## config.mk

```make
export PLATFORM = sky130hd
export DESIGN_NAME = pan_swing_and_angle_stop
export DESIGN_NICKNAME = d
export VERILOG_FILES = /design/src/design/psas_pkg.sv /design/src/design/pan_swing_and_angle_stop.sv /design/src/design/psas_core.sv
export SDC_FILE = /design/constraint.sdc
export NUM_CORES = 1
export LEC_CHECK = 0
export BUFFER_PORTS_ARGS = -buffer_cell sky130_fd_sc_hd__buf_4
export CAP_MARGIN = 20
export CORE_UTILIZATION = 30
export CTS_BUF_LIST = sky130_fd_sc_hd__clkbuf_8
export DETAILED_ROUTE_END_ITERATION = 10
export PLACE_DENSITY_LB_ADDON = 0.12
export RECOVER_POWER = 100
export SETUP_SLACK_MARGIN = 0.1
export SYNTH_ARGS = -nofsm -noshare
export SYNTH_HDL_FRONTEND = slang
export SYNTH_SLANG_ARGS = --single-unit
```

## constraint.sdc

```tcl
create_clock -name clk -period 6.1 [get_ports clk]
set_input_delay 0.305 -clock clk [delete_from_list [all_inputs] [get_ports clk]]
set_output_delay 0.305 -clock clk [all_outputs]
set_load 0.01 [all_outputs]
```

## src/design/psas_pkg.sv

```systemverilog
// Shared types and constants for the pan swing and angle stop controller.
`timescale 1ns / 1ps

package psas_pkg;

	// Event codes carried on the input tuser
	localparam logic [2:0] CMD_TICK  = 3'd0;
	localparam logic [2:0] CMD_SWING = 3'd1;
	localparam logic [2:0] CMD_STOP  = 3'd2;
	localparam logic [2:0] CMD_REL   = 3'd3;
	localparam logic [2:0] CMD_AZ    = 3'd4;

	// Configuration register indexes
	localparam logic [1:0] REG_SPEED        = 2'd0;
	localparam logic [1:0] REG_MOVE_TIME    = 2'd1;
	localparam logic [1:0] REG_PAUSE_TIME   = 2'd2;
	localparam logic [1:0] REG_LIGHT_TOGGLE = 2'd3;

	// Light action codes
	localparam logic [1:0] LIGHT_NONE = 2'd0;
	localparam logic [1:0] LIGHT_ON   = 2'd1;
	localparam logic [1:0] LIGHT_OFF  = 2'd2;

	// Angles (FULL_TURN, TARGET_MAX) in tenths of a degree; minimum move and pause times in ticks; speed limit
	localparam int FULL_TURN  = 3600;
	localparam int MOVE_MIN   = 100;
	localparam int PAUSE_MIN  = 50;
	localparam int SPEED_MAX  = 100;
	localparam int TARGET_MAX = 4095;

	// Register reset values
	localparam logic signed [7:0] SPEED_RST      = 8'sd50;
	localparam logic [15:0]       MOVE_TIME_RST  = 16'd1800;
	localparam logic [15:0]       PAUSE_TIME_RST = 16'd450;
	localparam logic              LIGHT_TOG_RST  = 1'b1;
	localparam logic [11:0]       TARGET_RST     = 12'd150;

	typedef struct packed {
		logic signed [7:0] speed;
		logic [15:0]       move_time;
		logic [15:0]       pause_time;
		logic              light_toggle;
	} cfg_t;

	typedef struct packed {
		logic              relative_active;
		logic              swing_active;
		logic [1:0]        light_action;
		logic signed [7:0] pan_command;
	} result_t;

endpackage

```

## src/design/pan_swing_and_angle_stop.sv

```systemverilog
// Top level of the pan swing and angle stop controller.
// An accepted item waits in the input register; any result it makes goes to the result register.
// Throughput: one item per cycle unless the output stalls; the input register and the result
// register are the only stages, and the controller state updates in the same cycle an item leaves stage 1.
// Reset (arst_n low, asynchronous): swing and relative pan idle, timer idle,
// registers back to speed 50, move_time 1800, pause_time 450, light_toggle 1.
`timescale 1ns / 1ps

module pan_swing_and_angle_stop import psas_pkg::*; (
	input  logic        clk,
	input  logic        arst_n,
	input  logic        cfg_we,
	input  logic [1:0]  cfg_index,
	input  logic [15:0] cfg_data,
	input  logic        s_axis_tvalid,
	output logic        s_axis_tready,
	input  logic [31:0] s_axis_tdata,   // pan_delta[12:0], azimuth[24:13], zero pad
	input  logic [2:0]  s_axis_tuser,   // command[2:0]
	output logic        m_axis_tvalid,
	input  logic        m_axis_tready,
	output logic [15:0] m_axis_tdata    // pan_command[7:0], light_action[9:8],
	                                    // swing_active[10], relative_active[11], zero pad
);

	cfg_t cfg_q;

	logic               valid_s1;
	logic [2:0]         cmd_s1;
	logic signed [12:0] delta_s1;
	logic [11:0]        az_s1;

	logic    adv;
	logic    fire;
	logic    res_valid;
	result_t res;
	logic    out_valid_q;
	result_t out_q;

	always_ff @(posedge clk or negedge arst_n) begin
		if (!arst_n) begin
			cfg_q.speed        <= SPEED_RST;
			cfg_q.move_time    <= MOVE_TIME_RST;
			cfg_q.pause_time   <= PAUSE_TIME_RST;
			cfg_q.light_toggle <= LIGHT_TOG_RST;
		end else if (cfg_we) begin
			unique case (cfg_index)
				REG_SPEED:        cfg_q.speed        <= $signed(cfg_data[7:0]);
				REG_MOVE_TIME:    cfg_q.move_time    <= cfg_data;
				REG_PAUSE_TIME:   cfg_q.pause_time   <= cfg_data;
				REG_LIGHT_TOGGLE: cfg_q.light_toggle <= cfg_data[0];
			endcase
		end
	end

	assign adv           = !out_valid_q || m_axis_tready;
	assign fire          = valid_s1 && adv;
	assign s_axis_tready = !valid_s1 || adv;

	always_ff @(posedge clk or negedge arst_n) begin
		if (!arst_n) begin
			valid_s1 <= 1'b0;
		end else if (s_axis_tready) begin
			valid_s1 <= s_axis_tvalid;
		end
	end

	always_ff @(posedge clk) begin
		if (s_axis_tvalid && s_axis_tready) begin
			cmd_s1   <= s_axis_tuser;
			delta_s1 <= $signed(s_axis_tdata[12:0]);
			az_s1    <= s_axis_tdata[24:13];
		end
	end

	psas_core u_core (
		.clk       (clk),
		.arst_n    (arst_n),
		.fire      (fire),
		.cmd       (cmd_s1),
		.pan_delta (delta_s1),
		.azimuth   (az_s1),
		.cfg       (cfg_q),
		.res_valid (res_valid),
		.res       (res)
	);

	always_ff @(posedge clk or negedge arst_n) begin
		if (!arst_n) begin
			out_valid_q <= 1'b0;
		end else if (adv) begin
			out_valid_q <= res_valid;
		end
	end

	always_ff @(posedge clk) begin
		if (adv && res_valid)
			out_q <= res;
	end

	assign m_axis_tvalid = out_valid_q;
	assign m_axis_tdata  = {4'b0000, out_q};

	// a held stage-1 item is never dropped while the output stalls
	a_s1_hold: assert property (@(posedge clk) disable iff (!arst_n)
		valid_s1 && !adv |=> valid_s1)
		else $error("stage 1 item lost during stall");

	a_pan_range: assert property (@(posedge clk) disable iff (!arst_n)
		m_axis_tvalid |-> ($signed(m_axis_tdata[7:0]) >= -8'sd100 &&
		                   $signed(m_axis_tdata[7:0]) <= 8'sd100))
		else $error("pan command out of range");

	a_light_code: assert property (@(posedge clk) disable iff (!arst_n)
		m_axis_tvalid && m_axis_tdata[9:8] != LIGHT_NONE |->
		(m_axis_tdata[9:8] == LIGHT_ON || m_axis_tdata[9:8] == LIGHT_OFF) &&
		m_axis_tdata[10])
		else $error("light command without running swing");

endmodule

```

## src/design/psas_core.sv

```systemverilog
// Controller state and per-event next-state and result logic.
`timescale 1ns / 1ps

module psas_core import psas_pkg::*; (
	input  logic                clk,
	input  logic                arst_n,
	input  logic                fire,
	input  logic [2:0]          cmd,
	input  logic signed [12:0]  pan_delta,
	input  logic [11:0]         azimuth,
	input  cfg_t                cfg,
	output logic                res_valid,
	output result_t             res
);

	typedef enum logic [1:0] {
		PH_RIGHT,
		PH_PAUSE_R,
		PH_LEFT,
		PH_PAUSE_L
	} phase_t;

	localparam logic signed [13:0] TURN_S = 14'(FULL_TURN);

	logic        swing_q, n_swing;
	phase_t      phase_q, n_phase, ph_cur;
	logic [15:0] cnt_q, n_cnt;
	logic        rel_q, n_rel;
	logic        known_q, n_known;
	logic [11:0] start_q, n_start;
	logic [11:0] target_q, n_target;
	logic        neg_q, n_neg;

	logic [7:0]        spd_abs;
	logic [6:0]        spd_mag;
	logic signed [7:0] spd_pos, spd_neg;
	logic [15:0]       eff_move, eff_pause;
	logic [12:0]       dabs;
	logic [11:0]       tgt;
	logic signed [13:0] diff, wrapped, travel;
	logic              done;
	logic              adv_sw;
	logic              emit;

	assign spd_abs   = cfg.speed[7] ? 8'(-cfg.speed) : 8'(cfg.speed);
	assign spd_mag   = (spd_abs > 8'(SPEED_MAX)) ? 7'(SPEED_MAX) : spd_abs[6:0];
	assign spd_pos   = $signed({1'b0, spd_mag});
	assign spd_neg   = -spd_pos;
	assign eff_move  = (cfg.move_time < 16'(MOVE_MIN)) ? 16'(MOVE_MIN) : cfg.move_time;
	assign eff_pause = (cfg.pause_time < 16'(PAUSE_MIN)) ? 16'(PAUSE_MIN) : cfg.pause_time;

	assign dabs = pan_delta[12] ? 13'(-pan_delta) : 13'(pan_delta);
	assign tgt  = (dabs == 13'd0) ? 12'd1 :
	              (dabs > 13'(TARGET_MAX)) ? 12'(TARGET_MAX) : dabs[11:0];

	// travel in the commanded direction, one wrap each way
	assign diff    = neg_q ? ($signed({2'b00, start_q}) - $signed({2'b00, azimuth}))
	                       : ($signed({2'b00, azimuth}) - $signed({2'b00, start_q}));
	assign wrapped = (diff < 14'sd0) ? diff + TURN_S : diff;
	assign travel  = (wrapped >= TURN_S) ? wrapped - TURN_S : wrapped;
	assign done    = travel >= $signed({2'b00, target_q});

	always_comb begin
		n_swing  = swing_q;
		n_phase  = phase_q;
		n_cnt    = cnt_q;
		n_rel    = rel_q;
		n_known  = known_q;
		n_start  = start_q;
		n_target = target_q;
		n_neg    = neg_q;
		ph_cur   = phase_q;
		adv_sw   = 1'b0;
		emit     = 1'b0;
		res.pan_command  = 8'sd0;
		res.light_action = LIGHT_NONE;
		unique case (cmd)
			CMD_TICK: begin
				if (swing_q && cnt_q != 16'd0) begin
					n_cnt = cnt_q - 16'd1;
					if (cnt_q == 16'd1)
						adv_sw = 1'b1;
				end
			end
			CMD_SWING: begin
				if (!swing_q) begin
					n_swing = 1'b1;
					ph_cur  = PH_RIGHT;
					adv_sw  = 1'b1;
				end
			end
			CMD_STOP: begin
				if (swing_q || rel_q) begin
					n_swing = 1'b0;
					n_cnt   = 16'd0;
					n_rel   = 1'b0;
					n_known = 1'b0;
					emit    = 1'b1;
				end
			end
			CMD_REL: begin
				n_target = tgt;
				n_neg    = pan_delta[12];
				n_rel    = 1'b1;
				n_known  = 1'b0;
				emit     = 1'b1;
				res.pan_command = pan_delta[12] ? spd_neg : spd_pos;
			end
			CMD_AZ: begin
				if (rel_q) begin
					if (!known_q) begin
						n_start = azimuth;
						n_known = 1'b1;
					end else if (done) begin
						n_rel = 1'b0;
						emit  = 1'b1;
					end
				end
			end
			default: ;
		endcase
		if (adv_sw) begin
			emit = 1'b1;
			unique case (ph_cur)
				PH_RIGHT: begin
					res.light_action = cfg.light_toggle ? LIGHT_ON : LIGHT_NONE;
					res.pan_command  = spd_pos;
					n_phase = PH_PAUSE_R;
					n_cnt   = eff_move;
				end
				PH_PAUSE_R: begin
					n_phase = PH_LEFT;
					n_cnt   = eff_pause;
				end
				PH_LEFT: begin
					res.light_action = cfg.light_toggle ? LIGHT_OFF : LIGHT_NONE;
					res.pan_command  = spd_neg;
					n_phase = PH_PAUSE_L;
					n_cnt   = eff_move;
				end
				PH_PAUSE_L: begin
					n_phase = PH_RIGHT;
					n_cnt   = eff_pause;
				end
			endcase
		end
		res.swing_active    = n_swing;
		res.relative_active = n_rel;
	end

	assign res_valid = fire && emit;

	always_ff @(posedge clk or negedge arst_n) begin
		if (!arst_n) begin
			swing_q  <= 1'b0;
			phase_q  <= PH_RIGHT;
			cnt_q    <= 16'd0;
			rel_q    <= 1'b0;
			known_q  <= 1'b0;
			start_q  <= 12'd0;
			target_q <= TARGET_RST;
			neg_q    <= 1'b0;
		end else if (fire) begin
			swing_q  <= n_swing;
			phase_q  <= n_phase;
			cnt_q    <= n_cnt;
			rel_q    <= n_rel;
			known_q  <= n_known;
			start_q  <= n_start;
			target_q <= n_target;
			neg_q    <= n_neg;
		end
	end

endmodule

```

# Word level (Yosys, flattened, before mapping)
# Index checks and enable logic that the tools add are counted.
[classes]
add_sub_neg = 8
multipliers = 0
div_mod_pow = 0
n_lt_le_gt_ge = 7
n_eq_ne = 15
n_shift = 0
muxes = 44
bitwise_logic = 1
reduce_logical = 28
[op_table]
columns = ["op", "n"]
rows = [
  ["2-to-1 mux 16 bit", 5],
  ["case mux 16 bit (2 select lines)", 2],
  ["2-to-1 mux 14 bit", 3],
  ["2-to-1 mux 8 bit", 4],
  ["subtractor 12 x 12 -> 13 bit", 2],
  ["2-to-1 mux 12 bit", 2],
  ["case mux 10 bit (2 select lines)", 1],
  ["equality test 16 x 1 -> 1 bit, second input constant", 1],
  ["< comparator 16 x 6 -> 1 bit, second input constant", 1],
  ["< comparator 16 x 7 -> 1 bit, second input constant", 1],
  ["2-to-1 mux 1 bit", 16],
  ["nonzero test 16 bit", 1],
  ["subtractor 16 x 1 -> 16 bit, second input constant", 1],
  ["adder 14 x 13 -> 14 bit, second input constant", 1],
  [">= comparator 14 x 13 -> 1 bit", 1],
  [">= comparator 14 x 13 -> 1 bit, second input constant", 1],
  ["< comparator 14 x 1 -> 1 bit, second input constant", 1],
  ["subtractor 14 x 13 -> 14 bit, second input constant", 1],
  ["> comparator 13 x 12 -> 1 bit, second input constant", 1],
  ["zero test 13 bit", 1],
  ["2-to-1 mux 13 bit", 1],
  ["negator 13 bit", 1],
  ["AND reduction 2 bit", 6],
  ["AND reduction 4 bit", 3],
  ["23 further kinds", 45],
]
[word_totals]
ff_bits = 129
latch_bits = 0
ram_bits = 0
mem_bits_ro = 0
inputBits = 58
output_inout_bits = 18
elab_cells = 124
mem_count = 0

# Logic depth before layout (Yosys ltp)
# Gate-level depths: netlist (run 1).
[depth]
ltp_word = 14
ltp_mapped = 29
mapped_depth_nobuf = 29

# By module
# Synthesis (run 1) repeated with hierarchy kept, for this count alone.
[unflattened]
cells_unflattened = 848
area_unflattened_um2 = 8229.1
[modules_own_cells]
columns = ["mod", "instances", "cells_per_inst", "area_each_um2"]
rows = [
  ["psas_core", 1, 706, 5328.9],
  ["pan_swing_and_angle_stop", 1, 142, 2900.3],
]

# Worst setup path after synthesis (run 1)
# No wires, ideal clock.
[synth_path]
kind = "register to register"
start = "register az_s1[0]"
end = "register out_q, in the netlist m_axis_tdata[0] (enable)"
setup_ns = 0.354
arrival_time_ns = 5.228
slack_ns = 0.518
stages_incl_launch_ff = 30
path_buffers = 0
cell_sequence = "edfxtp_1 inv_1 ha_1 inv_1 fa_1 a21oi_1 o21ai_1 nand2_1 xor2_2 inv_1 ha_1 o21ai_0 ha_1 nand2_1 nor4_1 nand2b_1 a21oi_1 o21a_2 nand3b_1 xor2_1 ha_1 o21ai_0 nand2b_1 a21oi_1 nor2b_1 o211a_1 o31ai_1 and3b_1 a211oi_2 a22o_1"
[synth_via]
elab_chain_len = 14
[synth_rtl]
columns = ["element", "line_no", "text"]
rows = [
  ["start, declared", "pan_swing_and_angle_stop.sv:30", "logic [11:0] az_s1;"],
  ["start signal, assigned", "pan_swing_and_angle_stop.sv:71", "az_s1 <= s_axis_tdata[24:13];"],
  ["subtractor 12 x 12 -> 13 bit, on equally long branches", "psas_core.sv:58, psas_core.sv:57", ""],
  ["2-to-1 mux 14 bit (*)", "psas_core.sv:57", "assign diff = neg_q ? ($signed({2'b00, start_q}) - $signed({2'b00, azimuth}))"],
  ["adder 14 x 13 -> 14 bit / < comparator 14 x 1 -> 1 bit (equally long branches)", "psas_core.sv:59", "assign wrapped = (diff < 14'sd0) ? diff + TURN_S : diff;"],
  ["2-to-1 mux 14 bit (*)", "psas_core.sv:59", ""],
  ["subtractor 14 x 13 -> 14 bit / >= comparator 14 x 13 -> 1 bit (equally long branches)", "psas_core.sv:60", "assign travel = (wrapped >= TURN_S) ? wrapped - TURN_S : wrapped;"],
  ["2-to-1 mux 14 bit (*)", "psas_core.sv:60", ""],
  [">= comparator 14 x 13 -> 1 bit (*)", "psas_core.sv:61", "assign done = travel >= $signed({2'b00, target_q});"],
  ["2-to-1 mux 1 bit (*)", "psas_core.sv:114", "end else if (done) begin"],
  ["2-to-1 mux 1 bit (*)", "psas_core.sv:111", "if (!known_q) begin"],
  ["2-to-1 mux 1 bit (*)", "psas_core.sv:110", "if (rel_q) begin"],
  ["case mux 1 bit (3 select lines) (*)", "psas_core.sv:77", "unique case (cmd)"],
  ["2-to-1 mux 1 bit (*)", "psas_core.sv:122", "if (adv_sw) begin"],
  ["logical AND 1 bit (*)", "psas_core.sv:151", "assign res_valid = fire && emit;"],
  ["logical AND 1 bit (*)", "pan_swing_and_angle_stop.sv:96", "if (adv && res_valid)"],
  ["end signal, assigned", "pan_swing_and_angle_stop.sv:97", "out_q <= res;"],
  ["end, declared", "pan_swing_and_angle_stop.sv:37", "result_t out_q;"],
]
# Every way passes the cells marked *; elsewhere a longest branch is shown, timed or not.
# A chain may end at the register's enable or synchronous reset.

# Worst setup path in the final report (run 1)
[layout_path]
start = "register az_s1[0]"
end = "register out_q, in the netlist m_axis_tdata[11] (enable)"
# The elaborated chain is that of the path after synthesis.

==> impl_metrics.yaml, run 1 <==
status:
  violations: "max-capacitance violations, max-slew violations"
  outcome: "finished with violations"
synth:
  synthDistinctLibCells: 91
  syn-mean-instance-area_um2: 9.91
  yosysMostFrequentCell: "nand2_1"
  synth_common_cells: "nand2_1, dfrtp_1, o21ai_0"
  ys_ff_latch: 129
  syn_inst: 846
  yosysWarnings: 0
  ys.flop_type: "dfrtp_1"
  ys_seq_area_share_pct: 41.1
  synth_edf_count: 40
  synth_top_cell_by_area: "dfrtp_1"
  synth_area_leaders: "dfrtp_1, edfxtp_1, ha_1"
  synth_top_area_share_pct: 21.8
  syn-cell-area_um2: 8380
  async_flop_share_pct: 69.0
cells_and_area:
  drive_gt1_share_pct: 19.6
  diodes: 0
  final_nets: 1035
  finalNonFillerCells: 1312
  fillers: 2825
  area_delta_synth_final_pct: 16.4
timing:
  min_period_ps: 5520
  rsz0062_at_grt: "false"
  finalSetupViolations: 0
  tightest_slew_ps: 3180
  report.final.hold_viol_count: 0
  setup_ws_ps: 585
  slew_headroom_pct: -112
  max_freq_mhz: 181
  fin_crit_sh_pct: 90.4
  tns_ps: 0
  report.final.slew_viol_count: 118
  finClkSkew_ps: 17.3
global_route:
  grt_pass1_vias: 6546
  antenna_found_initial: 0
  grt_max_degree: 59
  grt_overflow: 0
  grt_pass1_wl_mm: 33.4
  gr-usage-all-layers_pct: 14.7
placement:
  pre_cts_slack_ps: 177
  dpl.hpwl_mm: 14.6
  post-place-cells: 1261
  place_congestion: 0.807
  io_buffers: 64
die:
  die_h_um: 169
  io_pins: 76
  dieWidth_um: 169
  core_area_um2: 27200
  num_rows: 60
  die_area_um2: 28600
  initial_core_util_pct: 30.8
clocking:
  cts_num_sinks: 129
  clockBufferDepth: 2
  insertion_delay_ps: 450
  htreeDepth: 4
  clk_pin_slew_ps: 90
  cts_buffers: 17
  cts_root_buffer: "clkbuf_8"
  cts_tree: "done"
power:
  ir_drop_mv: 0.190
  power_density_nw_per_um2: 472
  p_leak_nw: 3.94
drt:
  via_per_inst: 4.88
  drtIter0Drc: 318
  drc: 0
  wire_per_inst_um: 15.2
  first_pass_iters: 4
  ant_nets: 0
  num_vias: 6401
  wirelength_mm: 19.9
setup_path:
  crit_type: "register to register"
  cp_slowest_cell: "fa_1"
  crit_fanout: 12
  start_kind: "register"
  end_kind: "register"
  cp_data_arrival_time_ps: 5670
  crit_path_max_incr_delay_ps: 400
  cp_data_required_time_ps: 6260
job:
  max_cap_violations: 3
min_path:
  hp-class: "primary input to register"
## through the flow
step	power, mW	instance area [um^2]	hold slack (ps)	utilization, %
floorplan	3.24	8390	9.41	-
global placement	3.84	9250	304	34.0
detailed placement	3.85	9250	289	34.0
CTS	4.60	9740	2.68	35.9
global route	5.07	9760	22.1	35.9
finish	4.61	9760	59.3	35.9
## placed cells by master, fill, tap and decap left out, drive strengths merged, types with 11 or more instances in the layout
| master | count |
|---|---|
| nand3 | 25 |
| xnor2 | 15 |
| o21ai | 70 |
| nor3 | 14 |
| nand2 | 83 |
| and2 | 11 |
| buf | 33 |
| nor2 | 38 |
| xor2 | 17 |
| ha | 48 |
| dlygate4sd3 | 17 |
| nor2b | 17 |
| a21oi | 34 |
| dfstp | 16 |
| mux2i | 11 |
| edfxtp | 40 |
| o31ai | 12 |
| clkbuf | 66 |
| dfrtp | 73 |
| inv | 70 |
| mux2 | 43 |
| a22o | 25 |
## layer usage
metal  vias to the layer above  GRT usage (%)  wire length [um]
met3                        18           2.78               405
met1                      3082           19.1              9430
met2                        65           25.1              9910
met4                         0           3.60               194
li1                       3236              -                 -
met5                         -              0                 0
## final timing paths
path / startpoint / slack (ps) / endpoint / depth (start not counted)
setup reg to reg: az_s1[0]$_DFFE_PP_ / 580 / m_axis_tdata[11]$_DFFE_PP_ / 29
hold reg to reg: u_core.phase_q[1]$_DFFE_PN0P_ / 490 / u_core.phase_q[1]$_DFFE_PN0P_ / 2
max in group asynchronous: arst_n / 1310 / cfg_q[1]$_DFFE_PN0P_ / 3
setup / recovery: az_s1[0]$_DFFE_PP_ / 580 / m_axis_tdata[11]$_DFFE_PP_ / 29
hold / removal: s_axis_tdata[18] / 60 / az_s1[5]$_DFFE_PP_ / 1
min in group asynchronous: arst_n / 950 / u_core.start_q[9]$_DFFE_PN0P_ / 2
## state kept, by name, indices dropped and copies added, names as in the netlist, 2 cells and up
register and cells:
m_axis_tdata 12, u_core.phase_q 2, u_core.cnt_q 16, cfg_q 41, az_s1 12, delta_s1 13
u_core.target_q 12, cmd_s1 3, u_core.start_q 12
## repair_timing
action,in CTS,in global routing
setup endpoints to repair,0,15
resized for setup,0,12
endpoints found under the hold margin,39,4
setup buffers,0,2
hold buffers,13,4
## power by group
part           internal, mW  switching, mW
clock network         0.306          0.410
logic                  1.15           1.45
registers              1.12          0.178
## cell families after synthesis
family          count (synthesis)  synth area share [%]
simple gates                  259                  16.0
other cells                     1                0.0447
compound gates                222                  18.7
buf+inv                        99                  5.28
mux                            54                  7.09
xor+xnor                       32                  4.06
fa+ha+maj                      50                  7.64
flops                         129                  41.1
## worst max-delay path: cells and delay by family, from the launching register on
family | cells | cell delay [ps]
buffers and inverters | 4 | 410
flip-flops | 1 | 390
AND/OR/NAND/NOR | 7 | 990
XOR/XNOR | 2 | 380
AO/OA/AOI/OAI | 12 | 2080
adder cells (fa/ha/maj) | 4 | 990
## layout make-up
type                    instances  area [um^2]  area share [%]
multi-input cells             621         4560            46.7
repair buffers                 98          697            7.14
inverters                      60          225            2.31
clock inverters                14          115            1.18
flip-flops and latches        129         3450            35.3
clock buffers                  18          248            2.54
well taps                     372          465            4.77
(Power assumes the default switching activity.)
==> run 2: changes to the inputs <==
- clock period: 6.1 -> 4.6 ns (I/O delays scaled with it)
==> run 2 against run 1 <==
  * The run ends with max-capacitance violations, max-slew violations, negative setup slack left
  * Critical path depth unchanged
  * Hold slack worse by 32 ps
  * Global-route usage up 1.1 points
  * Sequential cell count stayed put
  * Highest routed layer unchanged
  * Cell count rose by 11%
  * Core utilization is 4.8 points higher
  * Largest power group unchanged
  * Via count rose by 9.3%
  * Design area rose by 13%
  * First-iteration DRC count is 5.3% higher
  * Register-to-register slack got worse by 1100 ps
  * Critical path type unchanged
  * Total power rose by 57%
  * Clock power up 37%
==> impl_metrics.yaml, run 2 (synthesis gave the netlist of run 1 again) <==
setup_path:
  crit_type: "register to register"
  crit_fanout: 6
  cp_common_cell: "inv_2"
  setup.worst_path.start: "az_s1[0]$_DFFE_PP_"
  start_kind: "register"
  cp_data_required_time_ps: 4770
  end_kind: "register"
  cp_slowest_cell: "edfxtp_1"
  cp_data_arrival_time_ps: 5330
  r2r_start: "az_s1[0]$_DFFE_PP_"
  crit_path_max_incr_delay_ps: 450
timing:
  finClkSkew_ps: 15.7
  tightest_slew_ps: 2770
  report.final.hold_viol_count: 0
  min_period_ps: 5160
  max_freq_mhz: 194
  fin_crit_sh_pct: 112
  slew_headroom_pct: -85.0
  finalSetupViolations: 15
  setup_ws_ps: -556
  report.final.slew_viol_count: 75
  rsz0062_at_grt: "true"
  tns_ps: -8060
clocking:
  insertion_delay_ps: 460
  htreeDepth: 4
  cts_num_sinks: 129
  cts_tree: "done"
  clockBufferDepth: 2
  clk_pin_slew_ps: 90
  cts_root_buffer: "clkbuf_8"
  cts_buffers: 17
cells_and_area:
  final_common_cell: "buf_4"
  reg_top3: "cfg_q: 41 flops, u_core.cnt_q: 16 flops, delta_s1: 13 flops"
  multi_input_area_um2: 4700
  mostFrequentLayoutCells: "buf_4, nand2_1, dfrtp_1, o21ai_0, inv_1"
  drive_gt1_share_pct: 30.4
  diodes: 0
  regArea_um2: 3450
  fillers: 2785
  final_nets: 1181
  regMostFlops: "cfg_q"
  finalNonFillerCells: 1458
  area_delta_synth_final_pct: 32.1
  largest_reg_flops: 41
die:
  io_pins: 76
  core_area_um2: 27200
  die_h_um: 169
  num_rows: 60
  initial_core_util_pct: 30.8
  die_area_um2: 28600
  dieWidth_um: 169
global_route:
  grt_overflow: 0
  grt_pass1_vias: 7138
  grt_max_degree: 48
  antenna_found_initial: 0
  gr-usage-all-layers_pct: 15.8
  grt_pass1_wl_mm: 35.8
job:
  max_cap_violations: 2
power:
  p_comb_share_pct: 63.0
  clkPwrFrac_pct: 13.5
  intPower_mw: 4.27
  p_total_mw: 7.23
  power_density_nw_per_um2: 653
  p_sw_mw: 2.96
  ir_drop_mv: 0.276
  seq_power_share_pct: 23.5
  p_leak_nw: 4.69
  p_sw_share_pct: 40.9
drt:
  first_pass_iters: 5
  via_per_inst: 4.80
  wire_per_inst_um: 14.7
  wirelength_mm: 21.5
  ant_nets: 0
  drc: 0
  num_vias: 6994
  drtIter0Drc: 335
min_path:
  hp-class: "primary input to register"
  worstHoldStart: "cfg_data[7]"
placement:
  place_congestion: 0.812
  pre_cts_slack_ps: -557
  io_buffers: 64
  dpl.hpwl_mm: 15.7
  post-place-cells: 1368
status:
  outcome: "finished with violations"
  violations: "max-capacitance violations, max-slew violations, negative setup slack"
## run 2: cell type report
class	count	share of cell area, %
flip-flops and latches	129	31.1
well taps	372	4.20
repair buffers	243	16.8
clock buffers	18	2.24
inverters	60	2.03
clock inverters	14	1.18
multi-input cells	622	42.4
## run 2: what timing repair did
action	4_1_cts	5_1_grt
resized for setup	8	20
cloned	1	0
hold buffers	39	1
hold endpoints to repair	84	1
pin swaps	3	4
endpoints found under the setup margin	15	15
setup buffers	14	3
## run 2: stage by stage
step           area (um^2)  utilization [%]  hold WS (ps)
4_1_cts              11000             40.6          1.83
3_3_place_gp         10100             37.2           323
3_5_place_dp         10100             37.2           320
5_1_grt              11100             40.7         0.743
2_1_floorplan         8440                -         -65.6
6_report             11100             40.7          27.6
## run 2: path summary, 6_finish.rpt
| path | end | slack, ps | cells past startpoint |
|---|---|---|---|
| worst max-delay path | m_axis_tdata[11]$_DFFE_PP_ | -560 | 29 |
| worst min-delay path | cfg_q[24]$_DFFE_PN0P_ | 30 | 2 |
| worst max register to register | m_axis_tdata[11]$_DFFE_PP_ | -560 | 29 |
| worst min register to register | u_core.phase_q[1]$_DFFE_PN0P_ | 480 | 2 |
| max in group asynchronous | cfg_q[5]$_DFFE_PN0P_ | 1110 | 3 |
| min in group asynchronous | u_core.start_q[11]$_DFFE_PN0P_ | 1180 | 2 |
## run 2: power groups by stage
stage	logic (mW)	clock network, mW	registers (mW)
after floorplan	2.71	0	1.65
after global placement	4.26	0	1.72
after detailed placement	4.24	0	1.72
after CTS	4.41	1.03	1.70
after global routing	5.08	1.07	1.74
final	4.55	0.979	1.70
## run 2: critical path, delay by kind of cell (launching register included)
kind | cells | cell delay (ps)
buffers and inverters | 3 | 200
xor gates and xnor gates | 2 | 310
adders and majority gates | 5 | 1190
DFF | 1 | 450
and+or+nand+nor | 8 | 1090
AOI/OAI and AO/OA | 11 | 1600
## run 2: routing by layer
layer	track usage (%)	wire length [um]	up-vias	part of all wire, %
li1	-	-	3541	-
met1	19.3	10000	3351	47
met2	27.8	10600	81	50
met3	2.89	491	21	2.3
met4	5.17	300	0	1.4
met5	0	0	-	0
